--- config.mk ---
export PLATFORM = sky130hd
export DESIGN_NAME = ctd_queue
export DESIGN_NICKNAME = d
export VERILOG_FILES = /design/src/sv/ctd_pkg.sv /design/src/sv/ctd_queue.sv
export SDC_FILE = /design/constraint.sdc
export NUM_CORES = 1
export LEC_CHECK = 0
export BUFFER_PORTS_ARGS = -buffer_cell sky130_fd_sc_hd__buf_2
export CORE_ASPECT_RATIO = 1.4
export CORE_MARGIN = 10
export CORE_UTILIZATION = 56
export DETAILED_ROUTE_END_ITERATION = 6
export MAX_ROUTING_LAYER = met4
export PLACE_DENSITY = 0.76
export SLEW_MARGIN = 10
export SYNTH_ARGS = -nofsm -noshare
export SYNTH_HDL_FRONTEND = slang
export SYNTH_SLANG_ARGS = --single-unit
export TNS_END_PERCENT = 10
--- constraint.sdc ---
create_clock -name clk -period 5.45 [get_ports clk]
set_clock_uncertainty 0.2 [all_clocks]
set_input_delay 1.09 -clock clk [delete_from_list [all_inputs] [get_ports clk]]
set_output_delay 1.09 -clock clk [all_outputs]
set_load 0.1 [all_outputs]
--- src/sv/ctd_pkg.sv ---
// ----------------------------------------------------------------------------
// ctd_pkg
// shared types, constants and helpers of the clut texture decoder
// ----------------------------------------------------------------------------
package ctd_pkg;

	// colour mode register codes
	localparam logic [1:0] MODE_4BPP  = 2'd0;
	localparam logic [1:0] MODE_8BPP  = 2'd1;
	localparam logic [1:0] MODE_24BPP = 2'd2;
	localparam logic [1:0] MODE_32BPP = 2'd3;

	// register indexes on the configuration port
	localparam logic REG_COLOR_MODE  = 1'b0;
	localparam logic REG_PIXEL_COUNT = 1'b1;

	localparam logic [1:0]  COLOR_MODE_RESET = MODE_8BPP;
	localparam int          DEF_PALETTE_ENTRIES = 256;
	localparam int          DEF_MAX_PIXELS = 1048576;
	localparam int          COUNT_W = 21;
	localparam int          QUEUE_DEPTH = 4;

	// alpha lane of a palette entry
	localparam logic [1:0]  ALPHA_LANE = 2'd3;

	typedef enum logic [1:0] {
		OP_WRITE,
		OP_LOOKUP,
		OP_DIRECT
	} op_t;

	// one job handed from the front end to the back end
	typedef struct packed {
		op_t         op;
		logic        two_pix;
		logic [1:0]  lane;
		logic [7:0]  idx0;
		logic [7:0]  idx1;
		logic        zero0;
		logic        zero1;
		logic        last0;
		logic        last1;
		logic [31:0] rgba;
	} job_t;

	function automatic logic [7:0] double_alpha(input logic [7:0] a);
		return a[7] ? 8'hFF : {a[6:0], 1'b0};
	endfunction

	function automatic logic [7:0] swap_bits_3_4(input logic [7:0] i);
		return (i & 8'hE7) | {3'b000, i[3], 4'b0000} | {4'b0000, i[4], 3'b000};
	endfunction

endpackage

--- src/sv/ctd_queue.sv ---
// ----------------------------------------------------------------------------
// ctd_queue
// short job queue between the front end and the back end
// ----------------------------------------------------------------------------
module ctd_queue (
	input  logic          clk,
	input  logic          arst_n,
	input  logic          push,
	input  ctd_pkg::job_t push_job,
	output logic          full,
	input  logic          pop,
	output logic          head_valid,
	output ctd_pkg::job_t head_job
);

	localparam int PTR_W = $clog2(ctd_pkg::QUEUE_DEPTH);

	ctd_pkg::job_t   slots_q [ctd_pkg::QUEUE_DEPTH];
	logic [PTR_W-1:0] wr_ptr_q, rd_ptr_q;
	logic [PTR_W:0]   count_q;

	assign full       = (count_q == (PTR_W+1)'(ctd_pkg::QUEUE_DEPTH));
	assign head_valid = (count_q != '0);
	assign head_job   = slots_q[rd_ptr_q];

	always_ff @(posedge clk) begin
		if (push) begin
			slots_q[wr_ptr_q] <= push_job;
		end
	end

	always_ff @(posedge clk or negedge arst_n) begin
		if (!arst_n) begin
			wr_ptr_q <= '0;
			rd_ptr_q <= '0;
			count_q  <= '0;
		end else begin
			if (push) begin
				wr_ptr_q <= (32'(wr_ptr_q) == ctd_pkg::QUEUE_DEPTH - 1) ? '0 : wr_ptr_q + 1'b1;
			end
			if (pop) begin
				rd_ptr_q <= (32'(rd_ptr_q) == ctd_pkg::QUEUE_DEPTH - 1) ? '0 : rd_ptr_q + 1'b1;
			end
			if (push && !pop) begin
				count_q <= count_q + 1'b1;
			end else if (pop && !push) begin
				count_q <= count_q - 1'b1;
			end
		end
	end

endmodule

### Yosys cells after proc, flatten, opt, wreduce, memory -nomap -nowiden

Memories as Yosys holds them, arrays and structs flattened.
Cells that the tools add are included.
W data, S select, Z words.

* RAM bits: 228
* word-level logic and storage cells: 23
* bits in registers: 7
* output and inout port bits: 59
* memories: 1
* input bits: 61

* equal/unequal tests: 3
* add/subtract/negate cells: 4
* multiplexer cells: 6
* reduce and logical (&&, ||, !) cells: 6

Memories
* slots_q: words 4, bits a word 57, read ports 1, clocked after Yosys merged registers in 0, wr ports 1, RTL line ctd_queue.sv:18 `ctd_pkg::job_t slots_q [ctd_pkg::QUEUE_DEPTH];`

Operators by type and width (count)
* $mux W3: 2
* $add A2 B1 Y2 const B: 2
* $eq A2 B2 Y1 const B: 2
* $mux W2: 2
* $add A3 B1 Y3 const B: 1
* $eq A3 B3 Y1 const B: 1
* $reduce_bool A3 Y1: 1
* $sub A3 B1 Y3 const B: 1
* $logic_and A1 B1 Y1: 2
* $logic_not A1 Y1: 2
* $mux W1: 2
* $reduce_bool A2 Y1: 1

### Logic depth before layout (Yosys ltp)

* word-level depth: 4
* gate-level depth with buffers: 7

### Worst setup path after synthesis

OpenSTA, ideal clock, no wires.

* path type: register to output
* start point: register count_q[0]
* end point: output full
* path buffers: 0
* path slack: 1.513 ns
* required time: 4.160 ns
* arrival time: 2.647 ns
* stages on the path, launching flop included: 2
* cells stage by stage: dfrtp_1 nor3b_1

* word-level cells in the longest chain between the ends: 1

Ends and longest elaborated chain
* from (decl): RTL line ctd_queue.sv:20 `logic [PTR_W:0] count_q;`
* from (signal assigned): RTL line ctd_queue.sv:45 `count_q <= count_q + 1'b1;`
* from (signal assigned): RTL line ctd_queue.sv:47 `count_q <= count_q - 1'b1;`
* $eq A3 B3 Y1: RTL line ctd_queue.sv:22 `assign full = (count_q == (PTR_W+1)'(ctd_pkg::QUEUE_DEPTH));`
* to (decl): RTL line ctd_queue.sv:10 `output logic full,`

No other way between the ends.

==> results.py <==
metrics = {
    "finish": {
        "nFillCells": 973,
        "multi_input_area_um2": 1510,
        "finalNetCount": 538,
        "drive_gt1_share_pct": 45.6,
        "seq_area_um2": 7030,
        "area_delta_synth_final_pct": 17.2,
    },
    "global_route": {
        "antenna_found_initial": 2,
        "grt_pass1_vias": 4214,
        "grt_max_degree": 46,
        "grt_overflow": 0,
        "grt_use_total_pct": 15.3,
        "grt_pass1_wl_um": 24300,
    },
    "clock_network": {
        "hold_buffers": 0,
        "cts_tree": "built",
        "ctsResizeCount": 0,
        "cts_setup_buffers": 0,
        "clk_path_buf_depth": 3,
        "clk_pin_slew_ns": 0.06,
        "insertion_delay_ns": 0.49,
        "cts_sinks": 235,
        "htreeDepth": 1,
        "clockRootBuffer": "clkbuf_16",
        "numCtsBuffers": 21,
    },
    "drt": {
        "wl_per_cell_um": 23.3,
        "dr.first_iter.drc_count": 275,
        "wirelength_um": 15800,
        "drc": 0,
        "vias": 3853,
        "ant_nets": 0,
        "firstDrtPassIters": 4,
        "vias_per_cell": 5.70,
    },
    "critical_path": {
        "worstSetupStartpointType": "register",
        "worst-setup-path-type": "register to output pin",
        "cp_cell_sequence": "buf_4 > mux4_2 > buf_2",
        "cp_max_fo": 45,
        "cp_slowest_cell": "dfrtp_4",
        "arrival_ns": 2.84,
        "cp-end-kind": "output pin",
        "slowest_delay_ns": 1.01,
        "critPathRequiredTime_ns": 4.16,
    },
    "sta": {
        "fin_crit_ns": 4.13,
        "finalSetupViolCount": 0,
        "setup_tns_ns": 0,
        "worstMarginPinSlew_ns": 1.07,
        "fmax_mhz": 242,
        "period_share_pct": 75.8,
        "rsz0062_at_grt": "no",
        "slew_headroom_pct": 28.5,
        "drv_slew": 0,
        "hold_viol": 0,
    },
    "synth": {
        "yosys.area.top_type": "edfxtp_1",
        "async_reset_ff_share_pct": 2.98,
        "seq_area_frac_synth_pct": 81.2,
        "syn_inst": 335,
        "synthTopCellsByArea": "edfxtp_1, mux4_2, dfrtp_1, ha_1, buf_12",
        "syn_area_um2": 8650,
        "synth_common_cells": "edfxtp_1, mux4_2, dfrtp_1",
        "synth_enable_flop_cells": 228,
        "synth_most_common_cell": "edfxtp_1",
        "syn-num-nets": 403,
        "synth_top_cell_area_share_pct": 79.1,
        "ys.flop_type": "edfxtp_1",
        "ys_seq_elements": 235,
        "yosysUniqueCellTypes": 20,
        "ys_warn_count": 0,
        "postSynthAreaPerCell_um2": 25.8,
    },
    "floorplan": {
        "core_um2": 15100,
        "io_pins": 120,
        "initial_core_util_pct": 57.2,
        "die_h_um": 167,
        "dieArea_um2": 20900,
        "die_x_um": 125,
        "core.rowCount": 53,
    },
    "placed_design": {
        "port_buffers": 119,
        "dpl.hpwl_um": 9800,
        "gp_congestion": 0.715,
    },
    "worst_hold_path": {
        "hp-class": "input port to asynchronous set/reset pin",
    },
    "run_status": {
        "status": "complete, no violations",
    },
    "job": {
        "drv_cap": 0,
    },
}
-- state kept, by name, indices dropped and copies added, names as in the netlist --
register / cells
wr_ptr_q: 2
rd_ptr_q: 2
count_q: 3
slots_q: 228
-- cell type report --
cell class / instances / area share (%)
well taps: 192 / 2.37
repair buffers: 125 / 6.32
inverters: 4 / 0.148
clock buffers: 24 / 5.30
multi-input cells: 83 / 14.9
flip-flops and latches: 235 / 69.3
diodes: 2 / 0.0494
clock inverters: 11 / 1.58
-- layout by cell type, fill, tap and decap left out --
cell type and instances:
mux2_2 3, clkbuf_16 21, nor2_1 3, dfrtp_1 5, fa_1 1, dfrtp_4 1
diode_2 2, dfrtp_2 1, xnor2_1 1, buf_2 119, nand2_1 2, bufinv_16 4
clkinv_4 1, ha_1 6, and2_2 4, o21ai_0 2, clkinv_2 1, buf_4 6
or3_1 1, clkinvlp_4 2, mux4_2 57, clkinv_1 3, clkbuf_1 3, edfxtp_1 228
nor3b_1 1, xor2_1 2, inv_1 4
-- stage by stage --
| stage | hold WS (ns) | setup WS, ns | instance area (µm²) | utilization (%) | cells |
|---|---|---|---|---|---|
| finish | 0.226 | 1.32 | 10100 | 67.0 | 676 |
| global route | 0.220 | 1.09 | 10100 | 67.0 | 676 |
| CTS | 0.218 | 1.23 | 10100 | 67.0 | 674 |
| detailed placement | 0.277 | 1.75 | 9430 | 62.4 | 639 |
| global placement | 0.264 | 1.77 | 9430 | 62.4 | 639 |
| floorplan | 0.249 | 1.51 | 8650 | - | 335 |
-- final timing paths --
check | startpoint | end | slack [ns] | cells past startpoint
max | rd_ptr_q[0] | head_job[29] | 1.32 | 3
min | arst_n | count_q[1] | 0.23 | 1
max reg2reg | wr_ptr_q[0] | slots_q[2][12] | 2.95 | 4
min reg2reg | count_q[2] | count_q[2] | 0.29 | 1
max in group asynchronous | arst_n | rd_ptr_q[0] | 4.64 | 1
min in group clk | count_q[2] | count_q[2] | 0.29 | 1
-- kinds of logic (layout without fill, tap and decap cells) --
group,Yosys count,in the layout,share of synthesized area (%)
and+or+nand+nor,11,11,0.665
adders and majority gates,7,7,1.10
other,0,2,0
buffers and inverters,17,164,1.42
xor gates and xnor gates,3,3,0.304
DFF,235,235,81.2
muxes,60,60,15.2
AOI/OAI and AO/OA,2,2,0.116
-- critical path, delay by kind of cell (launching register included) --
family | cells | cell delay, ns
buffers and inverters | 2 | 0.76
multiplexers | 1 | 0.57
flip-flops | 1 | 1.01
-- metal layers --
layer  up-vias  global-route usage (%)  part of all wire [%]
met2       113                    25.2                    53
li1       1697                       -                     -
met4         0                    5.62                   2.5
met3        32                    2.70                   4.7
met5         -                       -                     0
met1      2011                    18.7                    40
Power is not shown: default switching activity piles up to over one toggle a cycle in this logic, so the estimate is an artifact.
