File: src/sv/ctd_pkg.sv
// ----------------------------------------------------------------------------
// ctd_pkg
// shared types, constants and helpers of the clut texture decoder
// ----------------------------------------------------------------------------
package ctd_pkg;

	// colour mode register codes
	localparam logic [1:0] MODE_4BPP  = 2'd0;
	localparam logic [1:0] MODE_8BPP  = 2'd1;
	localparam logic [1:0] MODE_24BPP = 2'd2;
	localparam logic [1:0] MODE_32BPP = 2'd3;

	// register indexes on the configuration port
	localparam logic REG_COLOR_MODE  = 1'b0;
	localparam logic REG_PIXEL_COUNT = 1'b1;

	localparam logic [1:0]  COLOR_MODE_RESET = MODE_8BPP;
	localparam int          DEF_PALETTE_ENTRIES = 256;
	localparam int          DEF_MAX_PIXELS = 1048576;
	localparam int          COUNT_W = 21;
	localparam int          QUEUE_DEPTH = 4;

	// alpha lane of a palette entry
	localparam logic [1:0]  ALPHA_LANE = 2'd3;

	typedef enum logic [1:0] {
		OP_WRITE,
		OP_LOOKUP,
		OP_DIRECT
	} op_t;

	// one job handed from the front end to the back end
	typedef struct packed {
		op_t         op;
		logic        two_pix;
		logic [1:0]  lane;
		logic [7:0]  idx0;
		logic [7:0]  idx1;
		logic        zero0;
		logic        zero1;
		logic        last0;
		logic        last1;
		logic [31:0] rgba;
	} job_t;

	function automatic logic [7:0] double_alpha(input logic [7:0] a);
		return a[7] ? 8'hFF : {a[6:0], 1'b0};
	endfunction

	function automatic logic [7:0] swap_bits_3_4(input logic [7:0] i);
		return (i & 8'hE7) | {3'b000, i[3], 4'b0000} | {4'b0000, i[4], 3'b000};
	endfunction

endpackage

File: src/sv/ctd_front.sv
// ----------------------------------------------------------------------------
// ctd_front
// byte classifier: tracks palette and pixel phases and builds back-end jobs
// ----------------------------------------------------------------------------
module ctd_front #(
	parameter int PALETTE_ENTRIES = ctd_pkg::DEF_PALETTE_ENTRIES,
	parameter int MAX_PIXELS = ctd_pkg::DEF_MAX_PIXELS
) (
	input  logic                         clk,
	input  logic                         arst_n,
	input  logic                         in_valid,
	output logic                         in_stall,
	input  logic [7:0]                   data_byte,
	input  logic                         frame_start,
	input  logic [1:0]                   color_mode,
	input  logic [ctd_pkg::COUNT_W-1:0]  pixel_count,
	input  logic                         q_full,
	output logic                         push,
	output ctd_pkg::job_t                job
);

	logic [9:0]                  phase_q, phase_d, phase_c;
	logic                        in_pix_q, in_pix_d, in_pix_c;
	logic [ctd_pkg::COUNT_W-1:0] pd_q, pd_d, pd_c;
	logic [23:0]                 held_q, held_d, held_c;
	logic                        done_q, done_d, done_c;
	logic [ctd_pkg::COUNT_W-1:0] cnt, pd_p1, pd_p2;
	logic [10:0]                 phase_p1, pal_bytes;
	logic [7:0]                  entry, idx8;
	logic [1:0]                  last_phase;
	logic [23:0]                 rgb;
	logic                        push_d, accept;

	assign in_stall = q_full;
	assign accept   = in_valid && !q_full;
	assign push     = accept && push_d;

	always_comb begin
		// frame start clears the frame state before the byte is handled
		phase_c  = frame_start ? 10'd0 : phase_q;
		in_pix_c = frame_start ? 1'b0 : in_pix_q;
		pd_c     = frame_start ? '0 : pd_q;
		held_c   = frame_start ? 24'd0 : held_q;
		done_c   = frame_start ? 1'b0 : done_q;

		phase_d  = phase_c;
		in_pix_d = in_pix_c;
		pd_d     = pd_c;
		held_d   = held_c;
		done_d   = done_c;
		push_d   = 1'b0;
		job      = '0;

		cnt = ({11'd0, pixel_count} > 32'(MAX_PIXELS)) ? ctd_pkg::COUNT_W'(MAX_PIXELS)
			: pixel_count;
		pd_p1 = pd_c + 1'b1;
		pd_p2 = pd_c + 2'd2;
		phase_p1 = {1'b0, phase_c} + 11'd1;
		pal_bytes = (color_mode == ctd_pkg::MODE_4BPP) ? 11'd64 : 11'd1024;
		entry = phase_c[9:2];
		idx8 = ctd_pkg::swap_bits_3_4(data_byte);
		last_phase = (color_mode == ctd_pkg::MODE_24BPP) ? 2'd2 : 2'd3;
		rgb = 24'd0;

		if ((color_mode == ctd_pkg::MODE_4BPP || color_mode == ctd_pkg::MODE_8BPP)
			&& !in_pix_c) begin
			// palette byte
			if ((color_mode == ctd_pkg::MODE_8BPP || phase_c[9:6] == 4'd0)
				&& 32'(entry) < PALETTE_ENTRIES) begin
				push_d    = 1'b1;
				job.op    = ctd_pkg::OP_WRITE;
				job.idx0  = entry;
				job.lane  = phase_c[1:0];
				job.rgba  = {24'd0, (phase_c[1:0] == ctd_pkg::ALPHA_LANE)
					? ctd_pkg::double_alpha(data_byte) : data_byte};
			end
			if (phase_p1 >= pal_bytes) begin
				in_pix_d = 1'b1;
				phase_d  = 10'd0;
			end else begin
				phase_d  = phase_p1[9:0];
			end
		end else if (done_c || pd_c >= cnt) begin
			done_d = 1'b1;
		end else begin
			case (color_mode)
				ctd_pkg::MODE_4BPP: begin
					push_d      = 1'b1;
					job.op      = ctd_pkg::OP_LOOKUP;
					job.idx0    = {4'd0, data_byte[3:0]};
					job.idx1    = {4'd0, data_byte[7:4]};
					job.last0   = (pd_p1 >= cnt);
					job.two_pix = (pd_p1 < cnt);
					job.last1   = (pd_p2 >= cnt);
					pd_d        = (pd_p1 < cnt) ? pd_p2 : pd_p1;
					done_d      = (pd_p1 >= cnt) || (pd_p2 >= cnt);
				end
				ctd_pkg::MODE_8BPP: begin
					push_d    = 1'b1;
					job.op    = ctd_pkg::OP_LOOKUP;
					job.idx0  = idx8;
					job.zero0 = !(32'(idx8) < PALETTE_ENTRIES);
					job.last0 = (pd_p1 >= cnt);
					pd_d      = pd_p1;
					done_d    = (pd_p1 >= cnt);
				end
				default: begin
					if (phase_c < {8'd0, last_phase}) begin
						case (phase_c[1:0])
							2'd0:    held_d[7:0]   = data_byte;
							2'd1:    held_d[15:8]  = data_byte;
							2'd2:    held_d[23:16] = data_byte;
							default: held_d        = held_c;
						endcase
						phase_d = phase_p1[9:0];
					end else begin
						push_d    = 1'b1;
						job.op    = ctd_pkg::OP_DIRECT;
						job.last0 = (pd_p1 >= cnt);
						if (color_mode == ctd_pkg::MODE_24BPP) begin
							rgb      = {data_byte, held_c[15:0]};
							job.rgba = {(rgb == 24'd0) ? 8'h00 : 8'hFF, rgb};
						end else begin
							job.rgba = {ctd_pkg::double_alpha(data_byte), held_c};
						end
						pd_d    = pd_p1;
						done_d  = (pd_p1 >= cnt);
						phase_d = 10'd0;
						held_d  = 24'd0;
					end
				end
			endcase
		end
	end

	always_ff @(posedge clk or negedge arst_n) begin
		if (!arst_n) begin
			phase_q  <= 10'd0;
			in_pix_q <= 1'b0;
			pd_q     <= '0;
			held_q   <= 24'd0;
			done_q   <= 1'b0;
		end else if (accept) begin
			phase_q  <= phase_d;
			in_pix_q <= in_pix_d;
			pd_q     <= pd_d;
			held_q   <= held_d;
			done_q   <= done_d;
		end
	end

endmodule

File: config.mk
export PLATFORM = sky130hd
export DESIGN_NAME = ctd_front
export DESIGN_NICKNAME = d
export VERILOG_FILES = /design/src/sv/ctd_pkg.sv /design/src/sv/ctd_front.sv
export SDC_FILE = /design/constraint.sdc
export NUM_CORES = 1
export LEC_CHECK = 0
export BUFFER_PORTS_ARGS = -buffer_cell sky130_fd_sc_hd__buf_4
export CAP_MARGIN = 15
export CORE_ASPECT_RATIO = 1.4
export CORE_UTILIZATION = 25
export CTS_CLUSTER_SIZE = 10
export DETAILED_ROUTE_END_ITERATION = 10
export PLACE_DENSITY_LB_ADDON = 0.08
export SLEW_MARGIN = 10
export SYNTH_ARGS = -nofsm -noshare
export SYNTH_HDL_FRONTEND = slang
export SYNTH_SLANG_ARGS = --single-unit
File: constraint.sdc
create_clock -name clk -period 5.69 [get_ports clk]
set_clock_uncertainty 0.1 [all_clocks]
set_input_delay 0 -clock clk [delete_from_list [all_inputs] [get_ports clk]]
set_output_delay 0 -clock clk [all_outputs]
set_load 0.01 [all_outputs]
* Word level (Yosys, flattened, before mapping) *
Index checks and enable logic that the tools add are counted.

word-level totals
  register bits = 57
  input bits = 36
  output and inout bits = 59
  word-level logic and storage cells = 98

operators by class
  $add $sub $neg = 3
  order comparisons = 7
  equal/unequal tests = 5
  mux-type cells = 62
  bitwise gates (word level) = 2
  reduce and logical (&&, ||, !) cells = 14

operator list
  operator               count
  $mux 32                4
  $mux 21                6
  $mux 24                5
  $mux 10                7
  $mux 8                 8
  $ge 21x21->1           3
  $pmux 21 s2            1
  $mux 34                1
  $logic_not 24->1       1
  $add 21x1->21 const B  1
  $add 21x2->21 const B  1
  $gt 21x21->1 const B   1
  $lt 21x21->1           1
  $mux 1                 18
  $mux 17                1
  $pmux 8 s2             1
  $add 10x1->11 const B  1
  $ge 11x11->1           1
  $mux 11                1
  $lt 10x2->1            1
  $mux 2                 5
  $mux 9                 1
  $or 8x4->8             1
  $or 8x5->8             1
  11 further kinds       21

* Longest topological paths before layout *
  depth in word-level cells = 8
  mapped depth = 22
  mapped depth without buffers = 20

* Worst setup path before layout *
Ideal clock, no wire load.

  kind = in2reg
  from = in frame_start
  to = reg pd_q[16] (netlist bit)
  setup time = 79 ps
  data arrival time = 4334 ps
  setup slack = 1177 ps
  cell stages on the path = 22
  buffers on the path = 4
  cell sequence = clkbuf_1 -> buf_1 -> nor2b_1 -> ha_1 -> nand3_1 -> nor3_2 -> nand2_1 -> nor3_1 -> nand4_1 -> xor2_1 -> nor2_1 -> ha_1 -> nand4_1 -> nor2_1 -> a221o_1 -> or4_1 -> buf_6 -> nor2_8 -> buf_12 -> mux2i_1 -> nand3b_1 -> mux2i_1

on the way
  longest elaborated chain between the ends = 7

ends and longest elaborated chain
  element               RTL line          RTL
  start, declared       ctd_front.sv:14   input logic frame_start,
  $mux 21               ctd_front.sv:42   pd_c = frame_start ? '0 : pd_q;
  $add 21x1->21         ctd_front.sv:56   pd_p1 = pd_c + 1'b1;
  $lt 21x21->1          ctd_front.sv:95   pd_d = (pd_p1 < cnt) ? pd_p2 : pd_p1;
  $mux 21               ctd_front.sv:95
  $pmux 21 s2           ctd_front.sv:86   case (color_mode)
  $mux 21               ctd_front.sv:83   end else if (done_c || pd_c >= cnt) begin
  $mux 21 *             ctd_front.sv:65   if ((color_mode == ctd_pkg::MODE_4BPP || color_mode == ctd_pkg::MODE_8BPP)
  end signal, assigned  ctd_front.sv:146  pd_q <= pd_d;
  end, declared         ctd_front.sv:24   logic [ctd_pkg::COUNT_W-1:0] pd_q, pd_d, pd_c;

Mark *: on every way between the ends. The rest lies on a longest branch, timed or not.
A chain may end at the register's enable or synchronous reset.

* Worst setup path in the final report *
  from = reg pd_q[2] (netlist bit)
  to = reg pd_q[16] (netlist bit)

on the way
  longest elaborated chain between the ends = 7

ends and longest elaborated chain
  element        RTL line
  $mux 21 *      ctd_front.sv:42
  $add 21x1->21  ctd_front.sv:56
  $lt 21x21->1   ctd_front.sv:95
  $mux 21        ctd_front.sv:95
  $pmux 21 s2    ctd_front.sv:86
  $mux 21 *      ctd_front.sv:83
  $mux 21 *      ctd_front.sv:65

Marks and branches as above.

==> flow_summary.json <==
{
  "status": "complete, no violations",
  "cts_resized": 0,
  "leakagePower_nw": 3.44,
  "report.power.total_w": 0.00142,
  "antenna_cells": 0,
  "place_area_um2": 7060,
  "core_region_area_um2": 24000,
  "rows": 67,
  "syn_to_final_growth_pct": 21.4,
  "die_w_um": 134,
  "synth_ff_type": "dfrtp_1",
  "critPathMaxStageDelay_ps": 710,
  "synth_edf_count": 0,
  "synthArstFlopShare": 1.00,
  "drtAntennaViolNets": 0,
  "critPathCaptureType": "flop",
  "dieArea_um2": 25200,
  "grt_pass1_wl_mm": 37.0,
  "drt_iter0_drc": 391,
  "tns_ps": 0,
  "drv_cap": 0,
  "drive_above_1_share": 0.159,
  "fin_crit_ps": 5280,
  "clock.fmax_ghz": 0.190,
  "ys_ff_latch": 57,
  "fin_nets": 959,
  "syn_inst": 778,
  "cts_inserted_buffers": 9,
  "grt_overflow": 0,
  "hold_class": "in2out",
  "start_kind": "flop",
  "firstDrtPassIters": 6,
  "seq_area_frac_synth": 0.233,
  "antenna_found_initial": 0,
  "rsz0062_at_grt": "no",
  "track_usage": 0.192,
  "via_count": 6267,
  "wire_per_inst_um": 20.3,
  "final_max_slew_viol_count": 0,
  "clk_latency_ps": 330,
  "cts_buffer_depth": 2,
  "nFillCells": 2703,
  "via_per_inst": 5.37,
  "crit_type": "reg2reg",
  "fin_crit_sh": 0.927,
  "whs_ps": 102,
  "seq_area_um2": 1430,
  "cts_tree": "done",
  "place_congestion": 0.871,
  "grt_pass1_vias": 6389,
  "p_per_area_nw_per_um2": 190,
  "clock_sinks": 57,
  "netlist_area_um2": 6130,
  "path_cells": "nor2b_1, ha_1, nand3_1, nor3_2, nand2_1, nor3_1, buf_4, nand4_1, xor2_1, nor2_1, ha_1, nand4_1, nor2_1, a221o_1, or4_1, nor2_8, mux2i_1, nand3b_1, mux2i_1",
  "crit_path_top_delay_cell": "or4_1",
  "synth_warnings": 0,
  "drc_errors": 0,
  "hold_viol_final": 0,
  "start_util": 0.256,
  "die_y_um": 187,
  "cp.arrival_ps": 5420,
  "cts-root-buf": "clkbuf_16",
  "wl_mm": 23.7,
  "slew_headroom": 0.339,
  "io_pins": 95,
  "worst_pin_slew_ps": 983,
  "final_area_um2": 7440,
  "clk_pin_slew_ps": 60,
  "dp_hpwl_mm": 18.7,
  "ir_drop_mv": 0.129,
  "setup_violations": 0,
  "cp.required_ps": 5830,
  "worst-path-max-fanout": 14,
  "multi_input_area_um2": 4360,
  "synth_area_per_cell_um2": 7.88,
  "numPortBuffers": 88,
  "grt_max_degree": 58,
  "htree_num_levels": 3,
  "synth_cell_types": 69
}
## logic make-up after synthesis
logic type	count (synthesis)	synth area share
XOR/XNOR	39	0.0557
adder cells (fa/ha/maj)	70	0.143
flip-flops	57	0.233
AND/OR/NAND/NOR	325	0.268
AO/OA/AOI/OAI	192	0.214
buffers and inverters	77	0.0582
other	1	0.000612
multiplexers	17	0.0278
## Yosys cell counts, types with 3 or more instances
master	n	area share
inv_1	16	0.0098
a22o_1	29	0.041
o21ai_2	3	0.0043
buf_2	11	0.0090
ha_1	70	0.14
a21o_1	13	0.016
o31a_1	4	0.0057
nor3b_1	9	0.011
buf_1	8	0.0049
clkbuf_1	30	0.018
a21oi_1	37	0.030
xor2_1	18	0.026
nand2_1	97	0.059
xnor2_1	21	0.030
nor2b_1	23	0.023
o31ai_1	4	0.0049
or4_1	5	0.0061
o21ai_0	48	0.039
a32o_1	3	0.0049
and2_1	14	0.014
or3_1	3	0.0031
mux2i_1	17	0.028
or2_2	4	0.0041
o41ai_1	3	0.0043
a31oi_1	8	0.0082
buf_4	8	0.0098
nand2b_1	3	0.0031
nand4_1	25	0.026
nor3_1	16	0.013
nor4_1	15	0.015
o21a_1	12	0.015
nor2_1	57	0.035
nand3_1	33	0.027
and3_1	10	0.010
dfrtp_1	57	0.23
## metrics by stage
stage	setup WS [ps]	utilization	cells
6_report	415	0.310	1168
5_1_grt	37.9	0.310	1168
2_1_floorplan	1180	-	783
3_5_place_dp	448	0.294	1142
4_1_cts	420	0.310	1168
3_3_place_gp	644	0.294	1142
## per-layer routing
layer | up-vias | global-route usage | wire length, µm
met5 | - | 0 | 0
met4 | 0 | 0.0756 | 673
met3 | 35 | 0.0211 | 833
met2 | 193 | 0.353 | 12400
met1 | 3056 | 0.223 | 9750
li1 | 2983 | - | -
## cell usage in the layout (no fill, tap or decap), drive strengths merged, types with 12 or more instances in the layout
master    n
a22o     29
buf     108
ha       70
inv      16
xnor2    21
a21oi    37
dfrtp    57
o21ai    52
nor2b    23
nand3    34
and2     14
nor3     17
o21a     12
mux2i    17
nor2     59
nand2    97
xor2     18
nand4    25
nor4     15
a21o     13
## worst paths after layout
| path | start | end | slack [ps] | depth (start not counted) |
|---|---|---|---|---|
| worst max-delay path | pd_q[2] | pd_q[16] | 410 | 19 |
| worst min-delay path | q_full | in_stall | 100 | 2 |
| worst max register to register | pd_q[2] | pd_q[16] | 410 | 19 |
| worst min register to register | held_q[17] | held_q[17] | 400 | 1 |
| max in group asynchronous | arst_n | held_q[18] | 4690 | 2 |
| min in group asynchronous | arst_n | phase_q[9] | 170 | 2 |
## area by class of cell
cell class,count,share of cell area
inverters,18,0.00908
clock inverters,6,0.00589
well taps,310,0.0521
flip-flops and latches,57,0.192
clock buffers,10,0.0321
repair buffers,118,0.122
multi-input cells,649,0.587
## critical path, delay by kind of cell, from the launching register on
kind | cells | cell delay [ps]
and+or+nand+nor | 12 | 2870
xor gates and xnor gates | 1 | 180
muxes | 2 | 590
buffers and inverters | 1 | 170
DFF | 1 | 400
adders and majority gates | 2 | 580
AOI/OAI and AO/OA | 1 | 310
## state kept, by name, indices dropped and copies added (netlist names)
register,cells
done_q,1
held_q,24
in_pix_q,1
pd_q,21
phase_q,10
## what timing repair did
action | in CTS | in global routing
hold endpoints to repair | 83 | 0
setup buffers | 0 | 0
hold buffers | 10 | 0
## power breakdown
group          internal, W  total, W  switching (W)
Clock             0.000307  0.000517       0.000210
Sequential        0.000433  0.000470      0.0000368
Combinational     0.000163  0.000428       0.000266
Total             0.000903   0.00142       0.000513
(Power assumes the default switching activity.)
